File: config.mk
export PLATFORM = sky130hd
export DESIGN_NAME = telnet_stream_deframer_unit
export DESIGN_NICKNAME = d
export VERILOG_FILES = /design/src/sv/tsd_pkg.sv /design/src/sv/tsd_front.sv /design/src/sv/tsd_queue.sv /design/src/sv/tsd_back.sv /design/src/sv/telnet_stream_deframer_unit.sv
export SDC_FILE = /design/constraint.sdc
export NUM_CORES = 1
export LEC_CHECK = 0
export ABC_AREA = 1
export BUFFER_PORTS_ARGS = -buffer_cell sky130_fd_sc_hd__buf_2
export CAP_MARGIN = 10
export CELL_PAD_IN_SITES_DETAIL_PLACEMENT = 1
export CELL_PAD_IN_SITES_GLOBAL_PLACEMENT = 1
export CORE_AREA = 2 2 116 118
export DETAILED_ROUTE_END_ITERATION = 7
export DIE_AREA = 0 0 118 120
export PLACE_DENSITY_LB_ADDON = 0.1
export REMOVE_ABC_BUFFERS = 1
export SLEW_MARGIN = 0
export SYNTH_ARGS = -nofsm -noshare
export SYNTH_HDL_FRONTEND = slang
export SYNTH_SLANG_ARGS = --single-unit
File: constraint.sdc
create_clock -name clk -period 2.4 [get_ports clk]
set_input_delay 0.36 -clock clk [delete_from_list [all_inputs] [get_ports clk]]
set_output_delay 0.36 -clock clk [all_outputs]
set_load 0.02 [all_outputs]
File: src/sv/tsd_pkg.sv
// Shared codes, types and constants for the telnet stream deframer.
package tsd_pkg;

  localparam logic [7:0] CODE_IAC  = 8'd255;
  localparam logic [7:0] CODE_SB   = 8'd250;
  localparam logic [7:0] CODE_SE   = 8'd240;
  localparam logic [7:0] CODE_WILL = 8'd251;
  localparam logic [7:0] CODE_WONT = 8'd252;
  localparam logic [7:0] CODE_DO   = 8'd253;
  localparam logic [7:0] CODE_DONT = 8'd254;

  localparam int QUEUE_DEPTH = 4;
  localparam int TDATA_W     = 24;

  typedef enum logic [2:0] {
    EV_DATA   = 3'd0,
    EV_NEGO   = 3'd1,
    EV_CMD    = 3'd2,
    EV_SBDATA = 3'd3,
    EV_SBEND  = 3'd4
  } event_kind_t;

  typedef struct packed {
    event_kind_t kind;
    logic [7:0]  data;
    logic [7:0]  option;
    logic [1:0]  verb;
  } event_t;

  typedef struct packed {
    logic full;
    logic empty;
  } queue_stat_t;

endpackage

File: src/sv/tsd_front.sv
// Front end: accepts bytes, tracks the telnet parse phase and classifies events.
module tsd_front
  import tsd_pkg::*;
(
  input  logic        clk,
  input  logic        rst,
  input  logic        s_axis_tvalid,
  output logic        s_axis_tready,
  input  logic [7:0]  s_axis_tdata,
  input  queue_stat_t q_stat,
  output logic        push,
  output event_t      push_ent
);

  typedef enum logic [5:0] {
    PH_NORMAL = 6'b000001,
    PH_IAC    = 6'b000010,
    PH_VERB   = 6'b000100,
    PH_SBOPT  = 6'b001000,
    PH_SBBODY = 6'b010000,
    PH_SBIAC  = 6'b100000
  } phase_t;

  phase_t     phase, phase_next;
  logic [1:0] held_verb, held_verb_next;
  logic [7:0] held_option, held_option_next;
  logic [7:0] verb_diff;
  logic       emit;
  logic       accept;

  assign s_axis_tready = !q_stat.full;
  assign accept        = s_axis_tvalid && s_axis_tready;
  assign verb_diff     = s_axis_tdata - CODE_WILL;

  always_comb begin
    phase_next       = phase;
    held_verb_next   = held_verb;
    held_option_next = held_option;
    emit             = 1'b0;
    push_ent.kind    = EV_DATA;
    push_ent.data    = s_axis_tdata;
    push_ent.option  = held_option;
    push_ent.verb    = held_verb;
    case (phase)
      PH_IAC: begin
        if (s_axis_tdata inside {[CODE_WILL:CODE_DONT]}) begin
          held_verb_next = verb_diff[1:0];
          phase_next     = PH_VERB;
        end else if (s_axis_tdata == CODE_SB) begin
          phase_next = PH_SBOPT;
        end else begin
          emit          = 1'b1;
          push_ent.kind = EV_CMD;
          phase_next    = PH_NORMAL;
        end
      end
      PH_VERB: begin
        emit            = 1'b1;
        push_ent.kind   = EV_NEGO;
        push_ent.option = s_axis_tdata;
        phase_next      = PH_NORMAL;
      end
      PH_SBOPT: begin
        held_option_next = s_axis_tdata;
        phase_next       = PH_SBBODY;
      end
      PH_SBBODY: begin
        if (s_axis_tdata == CODE_IAC) begin
          phase_next = PH_SBIAC;
        end else begin
          emit          = 1'b1;
          push_ent.kind = EV_SBDATA;
        end
      end
      PH_SBIAC: begin
        emit = 1'b1;
        if (s_axis_tdata == CODE_SE) begin
          push_ent.kind = EV_SBEND;
          phase_next    = PH_NORMAL;
        end else begin
          // any other escaped byte goes on as body data
          push_ent.kind = EV_SBDATA;
          phase_next    = PH_SBBODY;
        end
      end
      default: begin
        if (s_axis_tdata == CODE_IAC) begin
          phase_next = PH_IAC;
        end else begin
          emit          = 1'b1;
          push_ent.kind = EV_DATA;
          phase_next    = PH_NORMAL;
        end
      end
    endcase
  end

  assign push = accept && emit;

  always_ff @(posedge clk) begin
    if (rst) begin
      phase       <= PH_NORMAL;
      held_verb   <= 2'd0;
      held_option <= 8'd0;
    end else if (accept) begin
      phase       <= phase_next;
      held_verb   <= held_verb_next;
      held_option <= held_option_next;
    end
  end

endmodule

File: src/sv/tsd_queue.sv
// Short event queue between the classifying front end and the output back end.
module tsd_queue
  import tsd_pkg::*;
#(
  parameter int Depth = QUEUE_DEPTH
) (
  input  logic        clk,
  input  logic        rst,
  input  logic        push,
  input  event_t      push_ent,
  input  logic        pop,
  output event_t      head,
  output queue_stat_t stat
);

  localparam int PW = (Depth > 1) ? $clog2(Depth) : 1;
  localparam int CW = $clog2(Depth + 1);

  event_t          slots [Depth];
  logic [PW-1:0]   wr_ptr, rd_ptr;
  logic [CW-1:0]   count;

  assign stat.full  = (count == CW'(Depth));
  assign stat.empty = (count == '0);
  assign head       = slots[rd_ptr];

  always_ff @(posedge clk) begin
    if (push) begin
      slots[wr_ptr] <= push_ent;
    end
  end

  always_ff @(posedge clk) begin
    if (rst) begin
      wr_ptr <= '0;
      rd_ptr <= '0;
      count  <= '0;
    end else begin
      if (push) begin
        wr_ptr <= (wr_ptr == PW'(Depth - 1)) ? '0 : wr_ptr + 1'b1;
      end
      if (pop) begin
        rd_ptr <= (rd_ptr == PW'(Depth - 1)) ? '0 : rd_ptr + 1'b1;
      end
      case ({push, pop})
        2'b10:   count <= count + 1'b1;
        2'b01:   count <= count - 1'b1;
        default: count <= count;
      endcase
    end
  end

endmodule

File: src/sv/tsd_back.sv
// Back end: formats queued events and holds them in the output register.
module tsd_back
  import tsd_pkg::*;
(
  input  logic               clk,
  input  logic               rst,
  input  event_t             head,
  input  queue_stat_t        q_stat,
  output logic               pop,
  output logic               m_axis_tvalid,
  input  logic               m_axis_tready,
  output logic [TDATA_W-1:0] m_axis_tdata,
  output logic [2:0]         m_axis_tuser
);

  event_t     fmt;
  event_t     out_ent;
  logic       out_valid;

  // fields that carry nothing for a kind go out as zero
  always_comb begin
    fmt = head;
    case (head.kind)
      EV_DATA: begin
        fmt.option = 8'd0;
        fmt.verb   = 2'd0;
      end
      EV_NEGO: begin
        fmt.data = 8'd0;
      end
      EV_CMD: begin
        fmt.option = 8'd0;
        fmt.verb   = 2'd0;
      end
      EV_SBDATA: begin
        fmt.verb = 2'd0;
      end
      EV_SBEND: begin
        fmt.data = 8'd0;
        fmt.verb = 2'd0;
      end
      default: begin
        fmt.data   = 8'd0;
        fmt.option = 8'd0;
        fmt.verb   = 2'd0;
      end
    endcase
  end

  assign pop = !q_stat.empty && (!out_valid || m_axis_tready);

  always_ff @(posedge clk) begin
    if (rst) begin
      out_valid <= 1'b0;
    end else if (pop) begin
      out_valid <= 1'b1;
    end else if (m_axis_tready) begin
      out_valid <= 1'b0;
    end
  end

  always_ff @(posedge clk) begin
    if (pop) begin
      out_ent <= fmt;
    end
  end

  assign m_axis_tvalid = out_valid;
  assign m_axis_tuser  = out_ent.kind;
  assign m_axis_tdata  = {{(TDATA_W - 18){1'b0}}, out_ent.verb, out_ent.option, out_ent.data};

endmodule

File: src/sv/telnet_stream_deframer_unit.sv
// Telnet stream deframer top level: byte stream in, telnet events out.
//
// Input channel s_axis: one received telnet byte per item in tdata[7:0].
// Output channel m_axis: one event per item; tuser carries the event kind
// (0 data, 1 negotiation, 2 command, 3 subnegotiation data, 4 subnegotiation
// end) and tdata carries byte [7:0], option [15:8] and verb [17:16].
// Bytes that only open a sequence (IAC, IAC verb, IAC SB, the SB option)
// give no output item; the event comes with the byte that completes it.
// Throughput: one byte per cycle, sustained, as long as m_axis drains.
// An event is written into the queue at the edge that accepts its completing byte
// and then loaded into the output register that presents it on m_axis.
// A QueueDepth-entry queue sits between the parser and the output register;
// while m_axis stalls the parser keeps taking bytes until the queue fills,
// then s_axis_tready drops. Output payload holds steady while stalled.
// Reset (rst, synchronous) returns the parser to the normal data phase,
// clears the held verb and option and empties the queue and output.
module telnet_stream_deframer_unit
  import tsd_pkg::*;
#(
  parameter int QueueDepth = QUEUE_DEPTH
) (
  input  logic               clk,
  input  logic               rst,
  input  logic               s_axis_tvalid,
  output logic               s_axis_tready,
  input  logic [7:0]         s_axis_tdata,   // in_byte
  output logic               m_axis_tvalid,
  input  logic               m_axis_tready,
  output logic [TDATA_W-1:0] m_axis_tdata,   // event_byte, event_option, event_verb, zero pad
  output logic [2:0]         m_axis_tuser    // event_kind
);

  queue_stat_t q_stat;
  logic        push;
  logic        pop;
  event_t      push_ent;
  event_t      head;

  tsd_front u_front (
    .clk           (clk),
    .rst           (rst),
    .s_axis_tvalid (s_axis_tvalid),
    .s_axis_tready (s_axis_tready),
    .s_axis_tdata  (s_axis_tdata),
    .q_stat        (q_stat),
    .push          (push),
    .push_ent      (push_ent)
  );

  tsd_queue #(
    .Depth (QueueDepth)
  ) u_queue (
    .clk      (clk),
    .rst      (rst),
    .push     (push),
    .push_ent (push_ent),
    .pop      (pop),
    .head     (head),
    .stat     (q_stat)
  );

  tsd_back u_back (
    .clk           (clk),
    .rst           (rst),
    .head          (head),
    .q_stat        (q_stat),
    .pop           (pop),
    .m_axis_tvalid (m_axis_tvalid),
    .m_axis_tready (m_axis_tready),
    .m_axis_tdata  (m_axis_tdata),
    .m_axis_tuser  (m_axis_tuser)
  );

  a_push_kind_known: assert property (@(posedge clk) disable iff (rst)
    push |-> (push_ent.kind <= EV_SBEND))
    else $error("front end pushed an undefined event kind");

  a_no_push_when_full: assert property (@(posedge clk) disable iff (rst)
    q_stat.full |-> !push)
    else $error("event pushed into a full queue");

  // queue entry at the push edge, output register load at the next edge
  a_fast_path: assert property (@(posedge clk) disable iff (rst)
    (push && q_stat.empty && (!m_axis_tvalid || m_axis_tready)) |=> ##1 m_axis_tvalid)
    else $error("event did not reach the output register in one cycle");

  a_out_kind_known: assert property (@(posedge clk) disable iff (rst)
    m_axis_tvalid |-> (m_axis_tuser <= EV_SBEND))
    else $error("output carries an undefined event kind");

endmodule

Word-level counts from Yosys, hierarchy flattened. Memories as Yosys holds them, arrays and structs flattened. A register that Yosys moved wholly into a read port is not among the register bits. Index checks and enable logic that the tools add are counted.

Flip-flop bits (word level): 45. Memories: 1. Bits in writable memories: 84. Output and inout port bits: 29. Logic and storage cells: 80. Input bits: 12.

Multiplexer cells: 25. Equality and inequality tests: 18. $add $sub $neg: 5. Order comparisons: 2. Reduce and logical (&&, ||, !) cells: 18.

Memory list: u_queue.slots (words 4, bits a word 21, read ports 1, clocked after memory_dff 1, wr ports 1, line tsd_queue.sv:19) `event_t slots [Depth];`.

Operators with widths (count): $pmux 6 s5 (1); $eq 8x8->1 const B (3); $mux 2 (7); $mux 6 (2); $pmux 3 s4 (1); $ge 8x8->1 const B (1); $le 8x8->1 const B (1); $mux 8 (1); $mux 1 (7); $eq 2x2->1 const B (3); $eq 3x2->1 const B (2); $eq 3x3->1 const B (2); $eq 6x2->1 const B (1); $eq 6x3->1 const B (1); $eq 6x4->1 const B (1); $eq 6x5->1 const B (1); $eq 6x6->1 const B (1); $logic_not 3->1 (2); $mux 3 (2); $pmux 3 s2 (1); $reduce_or 3->1 (2); $mux 5 (1); $add 2x1->2 const B (2); $logic_and 1x1->1 (4); 14 further kinds (18).

Longest topological paths before layout.
Word-level depth: 7. Depth in mapped cells: 14.

Hierarchy. A second synthesis with hierarchy kept.

Cell total of the unflattened synthesis: 515. Area, all modules: 5645.4 um2.

Modules (own cells, without submodules): tsd_queue (cells each 264, area an instance 3628.5 um2, times used 1); tsd_front (cells each 173, area an instance 1104.8 um2, times used 1); tsd_back (cells each 78, area an instance 912.1 um2, times used 1).

Least setup slack after synthesis. OpenSTA, ideal clock, no wires.

Kind: input-to-reg. Start: input s_axis_tdata[0]. End: memory u_queue.slots[3][0] in the netlist's numbering (enable). Setup time: 0.399 ns. Arrival time: 2.039 ns. Data required time: 2.001 ns. Stages on the path: 9. Path buffers: 0. Slack: -0.038 ns. Path through: inv_1 -> ha_1 -> nor2_1 -> nand2_1 -> nand3_1 -> nand3_2 -> nand3_2 -> nand2_4 -> nor2_1.

Cells in the longest elaborated chain, start to end: 7.

RTL lines: start, declared (line telnet_stream_deframer_unit.sv:26) `input logic [7:0] s_axis_tdata,`; $ge 8x8->1, or another cell as far along (line tsd_front.sv:46) `if (s_axis_tdata inside {[CODE_WILL:CODE_DONT]}) begin`; $logic_and 1x1->1 / $mux 1 (equally long branches) (line tsd_front.sv:46, tsd_front.sv:49); $mux 1 (line tsd_front.sv:46); $pmux 1 s3 (*) (line tsd_front.sv:44) `case (phase)`; $logic_and 1x1->1 (*) (line tsd_front.sv:98) `assign push = accept && emit;`; $mux 1 (*) (line tsd_queue.sv:28) `if (push) begin`; $mux 1 (implied by the code) (*) (line tsd_queue.sv:29) `slots[wr_ptr] <= push_ent;`; end, declared (line tsd_queue.sv:19).

Every way passes the cells marked *; elsewhere a longest branch is shown, timed or not.

Worst setup path after layout.
Start: register u_front.phase[1]. End: register u_queue.count[2].

Cells in the longest elaborated chain, start to end: 6.

RTL lines: start, declared (line tsd_front.sv:24) `phase_t phase, phase_next;`; start signal, assigned (line tsd_front.sv:106) `phase <= phase_next;`; $eq 6x3->1 / $eq 6x6->1 (equally long branches) (line tsd_front.sv:44); $reduce_or 2->1 (no line); $pmux 1 s3 (*) (line tsd_front.sv:44); $logic_and 1x1->1 (*) (line tsd_front.sv:98); $eq 2x1->1 / $eq 2x2->1 (equally long branches) (line tsd_queue.sv:45) `case ({push, pop})`; $pmux 3 s2 / $reduce_bool 2->1 (equally long branches); end signal, assigned (line tsd_queue.sv:46) `2'b10: count <= count + 1'b1;`; end signal, assigned (line tsd_queue.sv:47) `2'b01: count <= count - 1'b1;`; end signal, assigned (line tsd_queue.sv:48) `default: count <= count;`; end, declared (line tsd_queue.sv:21) `logic [CW-1:0] count;`.

Marks and branches as above. A chain may end at the register's enable or synchronous reset.

==> impl_metrics.tcl <==
set metrics [dict create \
    cts_root_buf "clkbuf_16" \
    start_util_pct 42.1 \
    clk_path_buf_depth 2 \
    synthDominantAreaCellType "edfxtp_1" \
    max_freq_mhz 474 \
    postCtsHoldBufs 0 \
    crit_type "reg2reg" \
    grt_pass1_vias 3784 \
    firstDrtPassIters 4 \
    dp_hpwl_mm 7.65 \
    cpLargestDelayFamily "adder cells" \
    ctsHtreeMaxLevel 4 \
    maxSlewHeadroom_pct 57.3 \
    cp_max_fo 3 \
    yosysSeqAreaShare_pct 67.3 \
    antenna_found_initial 0 \
    synth_top_family_by_area "simple AND/OR/NAND/NOR gates" \
    yosys_warnings 0 \
    synth-simple-area-share_pct 13.4 \
    min_from "rst" \
    finalPower_uw 7770 \
    io_pins 41 \
    crit_slowest_cell "dfxtp_2" \
    synth-adder-area-share_pct 2.43 \
    core_area_mm2 0.0130 \
    final_max_slew_viol_count 0 \
    syn_inst 485 \
    endpoint_kind "register" \
    synth_edf_count 105 \
    synthToLayoutAreaGrowth_pct 19.1 \
    powerDensity_mw_per_mm2 1200 \
    cts_tree "built" \
    grt_pass1_wl_mm 19.6 \
    grt_setup_unrepaired "false" \
    path_cells "inv_2 > nor2_1 > nand3_2 > clkinv_1 > nand3_2 > nand3_2 > nand2_4 > ha_1 > fa_2 > a21oi_1 > o21a_1 > o21ai_0 > a21oi_1" \
    setup_tns_ps 0 \
    hold_viol 0 \
    cts.sinks 131 \
    crit_start "u_front.phase[1]$_SDFFE_PP0P_" \
    synth.most_common_cell "edfxtp_1" \
    synthArstFlopShare_pct 0 \
    drv_cap 0 \
    ant_nets 0 \
    path_buf_inv 2 \
    drive_above_1_share_pct 21.7 \
    diodes 0 \
    gp_congestion 0.785 \
    layout_min_cycle_time_ps 2110 \
    die_w_um 118 \
    synth_compound_area_share_pct 10.9 \
    clk_latency_ps 420 \
    p_leak_uw 0.00253 \
    first_iter_violations 152 \
    setup_viol 0 \
    detail_route.wl_per_cell_um 16.6 \
    nets 562 \
    ys_seq_elements 131 \
    cp.arrival_ps 2460 \
    clkTransAtPathRegs_ps 50 \
    grt_max_degree 43 \
    vias 3630 \
    synth_top_area_share_pct 57.7 \
    synth_commonest_cells "105 x edfxtp_1, 82 x nor2_1, 65 x o21ai_0, 46 x nand2_1, 42 x inv_1" \
    setup_ws_ps 288 \
    fillCellCount 1421 \
    syn_area_mm2 0.00546 \
    min_path_type "in2reg" \
    die_area_mm2 0.0142 \
    hold_slack_ps 154 \
    path_common_cell "nand3_2" \
    cp.required_ps 2750 \
    grt_usage_pct 18.5 \
    die_h_um 120 \
    run_status "complete, no violations" \
    rows 42 \
    finalClockSkew_ps 6.37 \
    reg2reg_from "u_front.phase[1]$_SDFFE_PP0P_" \
    gr-total-overflow 0 \
    muxShareOfSynthArea_pct 0 \
    ir_worst_vdd_mv 0.641 \
    numCtsBuffers 17 \
    worstHoldPathCells 2 \
    worstRegToRegCells 13 \
    synthFlopType "edfxtp_1" \
    vias_per_cell 4.98 \
    rrSetupSlack_ps 290 \
    rr_endpoint "u_queue.count[2]$_SDFFE_PP0P_" \
    holdPathEnd "u_front.phase[1]$_SDFFE_PP0P_" \
    ys_types 33 \
    syn_area_per_cell_um2 11.3 \
    io_buffer_count 34 \
    synth-xor-area-share_pct 0 \
    fin_crit_sh_pct 88.0 \
    slowest_delay_ps 360 \
    synthTopCellsByArea "edfxtp_1 58%, dfxtp_1 9.5%, o21ai_0 6.0%" \
    drc_errors 0 \
    dp_slack_ps -110 \
    worstMarginPinSlew_ps 639 \
    cp-start-kind "register" \
    drt_wl_total_mm 12.1 \
]
==> what timing repair did <==
item,4_1_cts,5_1_grt
endpoints found under the hold margin,0,0
gates resized for setup,0,12
buffers inserted,0,2
setup endpoints to repair,0,3
==> worst max-delay path by stage <==
stage                                                end  slack, ps  depth (start not counted)
floorplan                  u_queue.slots[3][0]$_DFFE_PP_        -40                          9
global placement           u_queue.count[2]$_SDFFE_PP0P_         50                         15
detailed placement         u_queue.count[2]$_SDFFE_PP0P_       -110                         15
CTS                 u_back.m_axis_tdata[3]$_SDFFCE_PN0P_        120                          7
global route               u_queue.count[2]$_SDFFE_PP0P_         50                         13
finish                     u_queue.count[2]$_SDFFE_PP0P_        290                         13
==> registers in the layout (all words and copies together) (netlist names), named ones only <==
| name | cells |
|---|---|
| u_queue.count | 3 |
| u_queue.wr_ptr | 2 |
| u_back.m_axis_tuser | 3 |
| u_front.held_verb | 2 |
| u_queue.rd_ptr | 2 |
| u_queue.slots | 84 |
| u_front.phase | 6 |
| u_front.held_option | 8 |
| u_back.m_axis_tdata | 18 |
| u_back.m_axis_tvalid | 1 |
==> report_power, final <==
part / internal (µW) / switching (µW)
logic: 703 / 1600
registers: 3000 / 163
clock network: 1400 / 917
==> final cells by class <==
type	instances	area, µm²	share of cell area [%]
Timing Repair Buffer	54	370	5.70
Inverter	46	180	2.77
Clock inverter	13	93.8	1.44
Sequential cell	131	3680	56.6
Tap cell	176	220	3.39
Multi-Input combinational cell	290	1530	23.5
Clock buffer	19	433	6.66
==> kinds of logic (layout without fill, tap and decap cells) <==
| logic type | count (synthesis) | in the layout |
|---|---|---|
| AO/OA/AOI/OAI | 109 | 109 |
| adder cells (fa/ha/maj) | 10 | 10 |
| buffers and inverters | 69 | 132 |
| flip-flops | 131 | 131 |
| other | 1 | 6 |
| AND/OR/NAND/NOR | 165 | 165 |
==> layout by cell type (no fill, tap or decap) <==
cell,synthesis,final
bufinv_16,0,1
fa_2,0,1
nand4_1,1,1
ha_1,9,9
inv_1,42,41
inv_8,1,1
o211a_1,1,1
nand3b_2,1,1
buf_2,6,34
nor2_1,82,77
o21ai_0,65,65
dfxtp_2,0,3
buf_12,0,4
o22ai_1,9,9
a21oi_1,30,30
buf_4,8,16
nor2_2,9,13
nand2_4,2,2
nor2_4,2,3
clkinv_2,0,8
a32oi_4,1,1
clkinv_4,0,1
o21a_1,1,1
clkbuf_1,7,2
o21ai_2,2,1
nand3_2,3,6
clkbuf_16,0,17
o21ai_4,0,1
nor3_1,2,2
clkinvlp_4,0,1
inv_2,2,3
edfxtp_1,105,105
dfxtp_1,26,23
conb_1,1,6
nand3_1,13,10
nand3b_1,3,3
nand2_2,1,2
nand2_1,46,45
clkinv_1,1,3
==> metal layers <==
layer | track usage (%) | part of all wire [%]
met5 | 0 | 0
met4 | 9.41 | 2.3
met3 | 4.42 | 3.4
met2 | 30.3 | 49
met1 | 22.9 | 46
==> per-stage QoR <==
step,cells,utilization [%],area (µm²)
floorplan,467,-,5340
global placement,695,45.6,5920
detailed placement,695,45.6,5920
CTS,727,49.7,6450
global route,729,50.1,6500
finish,729,50.1,6500
No activity file was read; power rests on OpenSTA's default activity.
